--- config.mk ---
export PLATFORM = sky130hd
export DESIGN_NAME = irp_ctrl
export DESIGN_NICKNAME = d
export VERILOG_FILES = /design/src/hw/rtl/irp_pkg.sv /design/src/hw/rtl/irp_ctrl.sv
export SDC_FILE = /design/constraint.sdc
export NUM_CORES = 1
export LEC_CHECK = 0
export ABC_AREA = 1
export BUFFER_PORTS_ARGS = -buffer_cell sky130_fd_sc_hd__buf_4
export CORE_MARGIN = 4
export CORE_UTILIZATION = 30
export DETAILED_ROUTE_END_ITERATION = 16
export MAX_ROUTING_LAYER = met4
export REMOVE_ABC_BUFFERS = 1
export SLEW_MARGIN = 25
export SYNTH_ARGS = -nofsm -noshare
export SYNTH_HDL_FRONTEND = slang
export SYNTH_SLANG_ARGS = --single-unit
--- constraint.sdc ---
create_clock -name clk -period 1.4 [get_ports clk]
set_clock_uncertainty 0.15 [all_clocks]
set_input_delay 0.14 -clock clk [delete_from_list [all_inputs] [get_ports clk]]
set_output_delay 0.14 -clock clk [all_outputs]
set_load 0.01 [all_outputs]
--- src/hw/rtl/irp_pkg.sv ---
// Shared constants, codes and controller/datapath interface types for the record permuter.
`default_nettype none

package irp_pkg;

  // Store geometry
  localparam int DEPTH        = 1024;
  localparam int PAYLOAD_BITS = 64;
  localparam int IDX_W        = $clog2(DEPTH);

  // Field widths
  localparam int OP_W        = 2;
  localparam int SLOT_W      = 10;
  localparam int DEST_W      = 10;
  localparam int PAYLOAD_W   = 64;
  localparam int STATUS_W    = 2;
  localparam int CNT_W       = 11;
  localparam int IN_TDATA_W  = 88;
  localparam int OUT_TDATA_W = 72;

  // Counter width: holds both the node count and DEPTH itself
  localparam int N_W = (CNT_W > $clog2(DEPTH + 1)) ? CNT_W : $clog2(DEPTH + 1);

  localparam logic [CNT_W-1:0] NODE_COUNT_RST = 11'd1024;

  typedef enum logic [OP_W-1:0] {
    OP_LOAD    = 2'd0,
    OP_PERMUTE = 2'd1,
    OP_READ    = 2'd2,
    OP_NOP     = 2'd3
  } op_t;

  typedef enum logic [STATUS_W-1:0] {
    ST_OK         = 2'd0,
    ST_DUP        = 2'd1,
    ST_DEST_RANGE = 2'd2,
    ST_SLOT_RANGE = 2'd3
  } status_t;

  // Read address source, shared by all three stores
  typedef enum logic [2:0] {
    RD_IN,
    RD_ITEM,
    RD_IDX,
    RD_D,
    RD_DEST_Q
  } rd_sel_t;

  // Write address source, shared by all three stores
  typedef enum logic [1:0] {
    WR_ITEM,
    WR_IDX,
    WR_D
  } wr_sel_t;

  typedef struct packed {
    logic    accept;      // capture the input word
    rd_sel_t rd_sel;
    wr_sel_t wr_sel;
    logic    rec_we;
    logic    rec_wcur;    // record write data from carried record, else item payload
    logic    dest_we;
    logic    seen_we;
    logic    seen_wdata;
    logic    idx_clr;
    logic    idx_inc;
    logic    d_load;      // d <= destination read data
    logic    cur_load;    // carried record <= record read data
    logic    res_load;    // load the output register
    logic    res_use_rec; // result payload from record read data, else zero
    status_t res_status;
  } irp_cmd_t;

  typedef struct packed {
    op_t  op;
    logic slot_oob;     // item slot >= n
    logic dest_oob;     // item destination >= n
    logic idx_at_n;
    logic idx_at_depth;
    logic dq_oob;       // destination read data >= n
    logic dq_eq_idx;    // destination read data == idx
    logic seen_q;
    logic out_free;
  } irp_stat_t;

endpackage

`default_nettype wire

--- src/hw/rtl/irp_ctrl.sv ---
// Controller: sequences single-slot words, the permutation check, clear sweeps and cycle walks.
`default_nettype none

module irp_ctrl
  import irp_pkg::*;
(
  input  wire logic      clk,
  input  wire logic      rst_n,
  input  wire logic      in_tvalid,
  output logic           in_tready,
  input  wire irp_stat_t stat,
  output irp_cmd_t       cmd
);

  typedef enum logic [3:0] {
    S_INIT,
    S_IDLE,
    S_OP,
    S_CK_RD,
    S_CK_DEST,
    S_CK_SEEN,
    S_CLR,
    S_MV_RD,
    S_MV_LEAD,
    S_MV_STEP_RD,
    S_MV_STEP,
    S_MV_CLOSE,
    S_FIN
  } state_t;

  state_t  state_r, state_nxt;
  status_t err_r, err_nxt;
  logic    moved_r, moved_nxt;

  // Next state and commands
  always_comb begin
    state_nxt = state_r;
    err_nxt   = err_r;
    moved_nxt = moved_r;
    in_tready = 1'b0;
    cmd       = '0;
    cmd.rd_sel     = RD_IDX;
    cmd.wr_sel     = WR_IDX;
    cmd.res_status = ST_OK;

    case (state_r)
      // clear the seen store after reset
      S_INIT: begin
        if (stat.idx_at_depth) begin
          cmd.idx_clr = 1'b1;
          state_nxt   = S_IDLE;
        end else begin
          cmd.seen_we = 1'b1;
          cmd.idx_inc = 1'b1;
        end
      end

      // read address follows the incoming slot so data is ready next cycle
      S_IDLE: begin
        in_tready  = 1'b1;
        cmd.rd_sel = RD_IN;
        if (in_tvalid) begin
          cmd.accept = 1'b1;
          state_nxt  = S_OP;
        end
      end

      S_OP: begin
        cmd.rd_sel = RD_ITEM;
        cmd.wr_sel = WR_ITEM;
        if (stat.op == OP_PERMUTE) begin
          cmd.idx_clr = 1'b1;
          err_nxt     = ST_OK;
          moved_nxt   = 1'b0;
          state_nxt   = S_CK_RD;
        end else if (stat.out_free) begin
          cmd.res_load = 1'b1;
          state_nxt    = S_IDLE;
          case (stat.op)
            OP_LOAD: begin
              if (stat.slot_oob) begin
                cmd.res_status = ST_SLOT_RANGE;
              end else begin
                cmd.rec_we     = 1'b1;
                cmd.dest_we    = 1'b1;
                cmd.res_status = stat.dest_oob ? ST_DEST_RANGE : ST_OK;
              end
            end
            OP_READ: begin
              cmd.res_status  = stat.slot_oob ? ST_SLOT_RANGE : ST_OK;
              cmd.res_use_rec = !stat.slot_oob;
            end
            default: cmd.res_status = ST_OK;
          endcase
        end
      end

      // check: fetch destination of slot idx
      S_CK_RD: begin
        if (stat.idx_at_n) begin
          cmd.idx_clr = 1'b1;
          state_nxt   = S_CLR;
        end else begin
          state_nxt = S_CK_DEST;
        end
      end

      // check: range test, then fetch seen bit of that destination
      S_CK_DEST: begin
        if (stat.dq_oob) begin
          err_nxt     = ST_DEST_RANGE;
          cmd.idx_clr = 1'b1;
          state_nxt   = S_CLR;
        end else begin
          cmd.rd_sel = RD_DEST_Q;
          cmd.d_load = 1'b1;
          state_nxt  = S_CK_SEEN;
        end
      end

      S_CK_SEEN: begin
        if (stat.seen_q) begin
          err_nxt     = ST_DUP;
          cmd.idx_clr = 1'b1;
          state_nxt   = S_CLR;
        end else begin
          cmd.wr_sel     = WR_D;
          cmd.seen_we    = 1'b1;
          cmd.seen_wdata = 1'b1;
          cmd.idx_inc    = 1'b1;
          state_nxt      = S_CK_RD;
        end
      end

      // sweep seen bits of the active slots back to zero
      S_CLR: begin
        if (stat.idx_at_n) begin
          cmd.idx_clr = 1'b1;
          if (err_r != ST_OK || moved_r) begin
            state_nxt = S_FIN;
          end else begin
            state_nxt = S_MV_RD;
          end
        end else begin
          cmd.seen_we = 1'b1;
          cmd.idx_inc = 1'b1;
        end
      end

      // move: fetch record, destination and seen bit of leader candidate
      S_MV_RD: begin
        if (stat.idx_at_n) begin
          cmd.idx_clr = 1'b1;
          moved_nxt   = 1'b1;
          state_nxt   = S_CLR;
        end else begin
          state_nxt = S_MV_LEAD;
        end
      end

      S_MV_LEAD: begin
        if (stat.seen_q) begin
          cmd.idx_inc = 1'b1;
          state_nxt   = S_MV_RD;
        end else begin
          cmd.seen_we    = 1'b1;
          cmd.seen_wdata = 1'b1;
          cmd.cur_load   = 1'b1;
          cmd.d_load     = 1'b1;
          if (stat.dq_eq_idx) begin
            cmd.idx_inc = 1'b1;
            state_nxt   = S_MV_RD;
          end else begin
            state_nxt = S_MV_STEP_RD;
          end
        end
      end

      S_MV_STEP_RD: begin
        cmd.rd_sel = RD_D;
        state_nxt  = S_MV_STEP;
      end

      // drop carried record at d, pick up the one that was there
      S_MV_STEP: begin
        cmd.wr_sel     = WR_D;
        cmd.rec_we     = 1'b1;
        cmd.rec_wcur   = 1'b1;
        cmd.seen_we    = 1'b1;
        cmd.seen_wdata = 1'b1;
        cmd.cur_load   = 1'b1;
        cmd.d_load     = 1'b1;
        state_nxt      = stat.dq_eq_idx ? S_MV_CLOSE : S_MV_STEP_RD;
      end

      // cycle closes on its leader slot
      S_MV_CLOSE: begin
        cmd.rec_we   = 1'b1;
        cmd.rec_wcur = 1'b1;
        cmd.idx_inc  = 1'b1;
        state_nxt    = S_MV_RD;
      end

      S_FIN: begin
        if (stat.out_free) begin
          cmd.res_load   = 1'b1;
          cmd.res_status = err_r;
          state_nxt      = S_IDLE;
        end
      end

      default: state_nxt = S_IDLE;
    endcase
  end

  // State registers
  always_ff @(posedge clk) begin
    if (!rst_n) begin
      state_r <= S_INIT;
      err_r   <= ST_OK;
      moved_r <= 1'b0;
    end else begin
      state_r <= state_nxt;
      err_r   <= err_nxt;
      moved_r <= moved_nxt;
    end
  end

endmodule

`default_nettype wire

[After elaboration in Yosys (flattened, before gate mapping)]
Cells that the tools add are included.
Word-level totals
  flip-flop bits (word level): 7
  bits of input ports: 13
  output and inout bits: 20
  word-level logic and storage cells: 102
Operators by class
  equality and inequality tests: 21
  multiplexer cells: 65
  reduce and logical (&&, ||, !) cells: 13
Operator list (count)
  4-bit case mux with 13 select lines: 1
  4-bit two-way mux: 11
  1-bit two-way mux: 25
  2-bit two-way mux: 12
  4-bit equality test, second input constant: 5
  4-bit by 3-bit equality test with 1-bit output, second input constant: 4
  2-bit != test, second input constant: 7
  2-bit case mux with 3 select lines: 2
  3-bit case mux with 4 select lines: 1
  1-bit case mux with 2 select lines: 5
  1-bit case mux with 5 select lines: 2
  4-bit by 2-bit equality test with 1-bit output, second input constant: 2
  2-bit case mux with 2 select lines: 2
  3-bit two-way mux: 2
  3-bit AND reduction: 2
  4-bit by 1-bit equality test with 1-bit output, second input constant: 1
  4-bit zero test: 1
  1-bit case mux with 4 select lines: 1
  4-bit AND reduction: 1
  2-bit nonzero test: 2
  2-bit OR reduction: 2
  1-bit case mux with 3 select lines: 1
  3-bit nonzero test: 1
  3-bit OR reduction: 1
  5 further kinds: 5

[Logic depth before layout (Yosys ltp)]
Gate-level depths: netlist (run 1).
  word-level depth: 6
  gate-level depth with buffers: 9
  depth with buffers taken out: 9

[Worst setup path after synthesis (run 1)]
No wires, ideal clock.
  path type: register to output
  start: register state_r[1]
  end: output cmd[12] (netlist bit)
  arrival: 1206 ps
  data required time: 1110 ps
  slack: -96 ps
  stages on the path, launching flop included: 8
  path buffers: 0
  cell sequence: dfxtp_1 inv_2 nor2_4 nand2_4 nor3_4 inv_2 or2_4 o22ai_2
RTL lines
  start: declaration: line irp_ctrl.sv:31  | state_t state_r, state_nxt;
  start signal: assignment: line irp_ctrl.sv:223  | state_r <= state_nxt;
  end: declaration: line irp_ctrl.sv:12  | output irp_cmd_t cmd

==> results.toml, run 1 <==
[status]
status = "complete, but fails checks"
violations = "negative setup slack"

[place]
place_area_um2 = 1270
gp_congestion = 0.900
port_buffers = 32
dpl.hpwl_um = 2620

[yosys]
yosysTopAreaCell = "nand2_1"
synth_most_common_cell = "nand2_1"
syn-cell-area_um2 = 786
synthTopCellsByCount = "nand2_1, inv_1, nor2_1"
ys_ff_latch = 7
yosysUniqueCellTypes = 23
ys.flop_type = "dfxtp_1"
seq_area_frac_synth = 0.178
synth_top_area_frac = 0.234
avgSynthCellArea_um2 = 5.27
synth_area_leaders = "nand2_1, dfxtp_1, inv_1"
synthCells = 149
async_flop_share = 0
synth_edf_count = 0
synth_warnings = 0

[sta]
fin_crit_sh = 1.28
worst_slack_ps = -389
tightest_slew_ps = 341
fin_crit_ps = 1790
drv_slew = 0
maxSlewHeadroom = 0.769
setup_viol = 26
setup_tns_ps = -5880
finalHoldViolations = 0
fmax_mhz = 559
rsz0062_at_grt = "true"

[cells_and_area]
design_area_um2 = 1550
diodes = 0
final_nets = 233
area_growth_pct = 96.8
drive_gt1_frac = 0.534

[clock_network]
cts_buffers = 3
clock_path_buffers = 2
clock_latency_ps = 240
h-tree-depth = 1
clk_pin_slew_ps = 50
cts_root_buf = "clkbuf_4"
cts_sinks = 7
cts_tree = "built"

[floorplanning]
die_x_um = 59.2
die_h_um = 59.2
coreArea_um2 = 2480
row_count = 18
boundaryPins = 33
start_util = 0.317
die_area_um2 = 3500

[detailed_routing]
drt-total-wl_um = 3370
drt_iter0_drc = 48
wl_per_cell_um = 13.5
drt-pass1-iter-count = 4
via_count = 1195
ant_nets = 0
drc_errors = 0
viasPerCell = 4.80

[global_routing]
overflow = 0
grt_max_degree = 7
grt_pass1_vias = 1180
grt_pass1_wl_um = 5110
track_usage = 0.200
antenna_found_initial = 0

[pwr]
p_leak_nw = 0.841
ir_worst_vdd_v = 0.000593
powerDensity_nw_per_um2 = 718

[critical_path]
arrival_ps = 1500
cp-start-kind = "flop"
cp_max_fo = 5
end_kind = "output pin"
worstSetupPathType = "reg -> out"
cp.required_ps = 1110

[hold_path]
hold_path.class = "in -> reg"

[flow_run]
maxCapViolations = 0
## per-stage QoR
stage,power [mW],worst slack [ps],std cells,hold WS (ps),util
finish,1.11,-389,249,93.4,0.624
global route,1.20,-485,249,108,0.624
CTS,1.04,-404,246,96.5,0.566
detailed placement,0.795,-230,238,246,0.511
global placement,0.796,-217,238,238,0.511
floorplan,0.508,-96.4,149,116,-
## cell families (layout without fill, tap and decap cells)
logic type,after synthesis,count (layout),synth area share
flops,7,7,0.178
simple gates,96,96,0.545
buf+inv,26,96,0.124
compound gates,20,20,0.153
## placed cells by master (no fill, tap or decap), types with 4 or more instances in the layout
| cell type | count |
|---|---|
| inv_1 | 17 |
| a21oi_1 | 5 |
| buf_4 | 59 |
| inv_4 | 5 |
| nand3_1 | 11 |
| nor2_4 | 6 |
| nand2_2 | 7 |
| nor2_2 | 11 |
| inv_2 | 4 |
| nor2_1 | 10 |
| o21ai_1 | 4 |
| nand2_1 | 39 |
| buf_6 | 6 |
## where the power goes
group	internal, mW	switching (mW)	total, mW
clock	0.108	0.0681	0.176
combinational	0.320	0.374	0.694
sequential	0.217	0.0233	0.241
total	0.645	0.465	1.11
## what timing repair did
| item | in CTS | in global routing |
|---|---|---|
| endpoints found under the hold margin | 1 | 0 |
| cloned | 0 | 0 |
| resized for setup | 34 | 36 |
| setup buffers | 3 | 3 |
| setup endpoints to repair | 26 | 27 |
| pin swaps | 3 | 5 |
| hold buffers | 1 | 0 |
## metal layers
layer	up-vias	global-route usage	share of wire
met2	42	0.353	0.52
met5	-	-	0
met3	8	0.0240	0.054
li1	611	-	-
met4	0	0.0712	0.022
met1	534	0.232	0.41
## critical path, cell delays in order, from the launching register on
cell and delay (ps):
dfxtp_2 360, inv_4 50, nor2_4 110, nand2_4 60
nor3_4 130, inv_2 50, or2_4 240, o22ai_2 100
buf_4 150
## sequential cells by signal (all words and copies together), names as in the netlist
register / cells
err_r: 2
state_r: 4
moved_r: 1
## worst paths after layout
kind / depth (start not counted) / to / from / slack, ps
setup / recovery: 8 / cmd[12] / state_r[1] / -390
hold / removal: 4 / state_r[1] / stat[5] / 90
setup reg to reg: 9 / err_r[1] / state_r[1] / -140
hold reg to reg: 2 / moved_r / moved_r / 310
## final cells by class
type	instances	area, um2
Tap cell	30	37.5
Sequential cell	7	153
Inverter	26	110
Multi-Input combinational cell	116	699
Fill cell	234	931
Timing Repair Buffer	66	520
Clock buffer	4	26.3
Power figures use the tool's default switching activity.
==> run 2, diff against run 1 <==
Settings changed: ABC_AREA 1 to unset, CORE_UTILIZATION 30 to 44, CTS_BUF_LIST set to sky130_fd_sc_hd__clkbuf_16, PLACE_DENSITY set to 0.75.
==> results.toml, run 2 <==
[status]
status = "complete, but fails checks"
violations = "negative setup slack"

[yosys]
synthCells = 132
synth_warnings = 0
synth_edf_count = 0
avgSynthCellArea_um2 = 6.93
synth_area_leaders = "dfxtp_1, nand2b_1, inv_1"
synth_top_area_frac = 0.153
ys_ff_latch = 7
synth_simple_gate_area_frac = 0.380
syn-cell-area_um2 = 915
yosysTopAreaCell = "dfxtp_1"
yosysUniqueCellTypes = 46
post_synth_fa_ha_maj_area_fraction = 0
synth_top_family_by_area = "simple AND/OR/NAND/NOR gates"
synthMuxAreaShare = 0.0246
ys.flop_type = "dfxtp_1"
seq_area_frac_synth = 0.153
synthTopCellsByCount = "inv_1, nor2_1, nand2_1"
async_flop_share = 0
synth-compound-area-share = 0.327
synth_xor_area_frac = 0

[clock_network]
cts_sinks = 7
clk_pin_slew_ps = 40
cts_root_buf = "clkbuf_16"
cts_buffers = 3
h-tree-depth = 1
cts_tree = "built"
holdBufCountCts = 0
clock_path_buffers = 2
clock_latency_ps = 240

[cells_and_area]
diodes = 0
top_regs = "state_r (4), err_r (2), moved_r (1)"
final_nets = 224
final_cell_mix = "buf_4, buf_6, nand2_1"
drive_gt1_frac = 0.624
largest_reg_flops = 4
mostFrequentLayoutCell = "buf_4"
largest-register = "state_r"
area_growth_pct = 107

[place]
gp_congestion = 0.851
port_buffers = 32
pre_cts_slack_ps = -481
dpl.hpwl_um = 2680

[sta]
fin_crit_ps = 2000
worst_slack_ps = -604
rsz0062_at_grt = "true"
tightest_slew_ps = 372
fmax_mhz = 499
finalHoldViolations = 0
fin_crit_sh = 1.43
drv_slew = 0
whs_ps = 72.0
setup_viol = 27
maxSlewHeadroom = 0.749
setup_tns_ps = -10400

[pwr]
ir_worst_vdd_v = 0.000628
p_leak_nw = 0.873
powerDensity_nw_per_um2 = 626

[floorplanning]
die_h_um = 53.6
die_x_um = 53.6
start_util = 0.466
die_area_um2 = 2870
boundaryPins = 33
coreArea_um2 = 1960
row_count = 16

[critical_path]
worstSetupPathType = "reg -> out"
cp-start-kind = "flop"
cp.required_ps = 1110
cp_max_fo = 4
end_kind = "output pin"
arrival_ps = 1710

[global_routing]
grt_pass1_vias = 1592
track_usage = 0.401
overflow = 0
antenna_found_initial = 0
grt_max_degree = 14
grt_pass1_wl_um = 7940

[detailed_routing]
drt_iter0_drc = 178
ant_nets = 0
viasPerCell = 7.27
drt-total-wl_um = 6870
drt-pass1-iter-count = 5
via_count = 1724
wl_per_cell_um = 29.0
drc_errors = 0

[hold_path]
hold_path.class = "in -> reg"

[flow_run]
maxCapViolations = 0
[run 2: cell types whose count changed after synthesis, sizes merged, moves of 4 or more]
cell,change
o21ai,+4
inv,-16
buf,+9
nand3,-7
nor2,-15
nand2b,+8
nor2b,+6
nand2,-42
[run 2: path summary, 6_finish.rpt]
check / from / endpoint / slack (ps) / depth (start not counted)
min: rst_n / err_r[0] / 70 / 3
min reg2reg: moved_r / moved_r / 450 / 2
max: state_r[0] / cmd[1] / -600 / 7
max reg2reg: state_r[0] / err_r[1] / -380 / 7
[run 2: stage by stage]
step           cells   util  power [mW]  area [um2]
3_3_place_gp     215  0.698       0.522        1370
2_1_floorplan    123      -       0.355         847
3_5_place_dp     215  0.698       0.526        1370
4_1_cts          233  0.889        1.07        1740
5_1_grt          237  0.967        1.21        1900
6_report         237  0.967        1.19        1900
[run 2: critical path, stage by stage (launching register included)]
cell	delay (ps)
dfxtp_4	370
buf_6	140
nand2b_4	150
inv_2	50
nand4b_1	180
buf_6	200
o22ai_1	190
buf_4	190
[run 2: kinds of logic after synthesis]
group | Yosys count
buffers and inverters | 19
muxes | 2
DFF | 7
AOI/OAI and AO/OA | 43
and+or+nand+nor | 61
[run 2: power by group]
| group | internal, mW | switching (mW) | leakage (nW) |
|---|---|---|---|
| clock network | 0.373 | 0.125 | 0.0423 |
| registers | 0.203 | 0.0154 | 0.0597 |
| logic | 0.224 | 0.247 | 0.771 |
[run 2: final cells by class]
class                      count  area, um2
fill                          41       65.1
multi-input combinational    106        901
sequential                     7        155
timing repair buffer          83        691
inverter                      10       37.5
tap                           27       33.8
clock inverter                 1       3.75
clock buffer                   3       75.1
[run 2: timing repair]
action,in CTS,in global routing
pin swaps,10,9
resized for setup,51,26
setup buffers,14,4
endpoints found under the setup margin,27,27
[run 2: per-layer routing]
layer,vias up,track usage,share of wire
met1,747,0.438,0.31
met3,102,0.0831,0.15
li1,651,-,-
met2,224,0.659,0.42
met4,0,0.255,0.12
met5,-,-,0
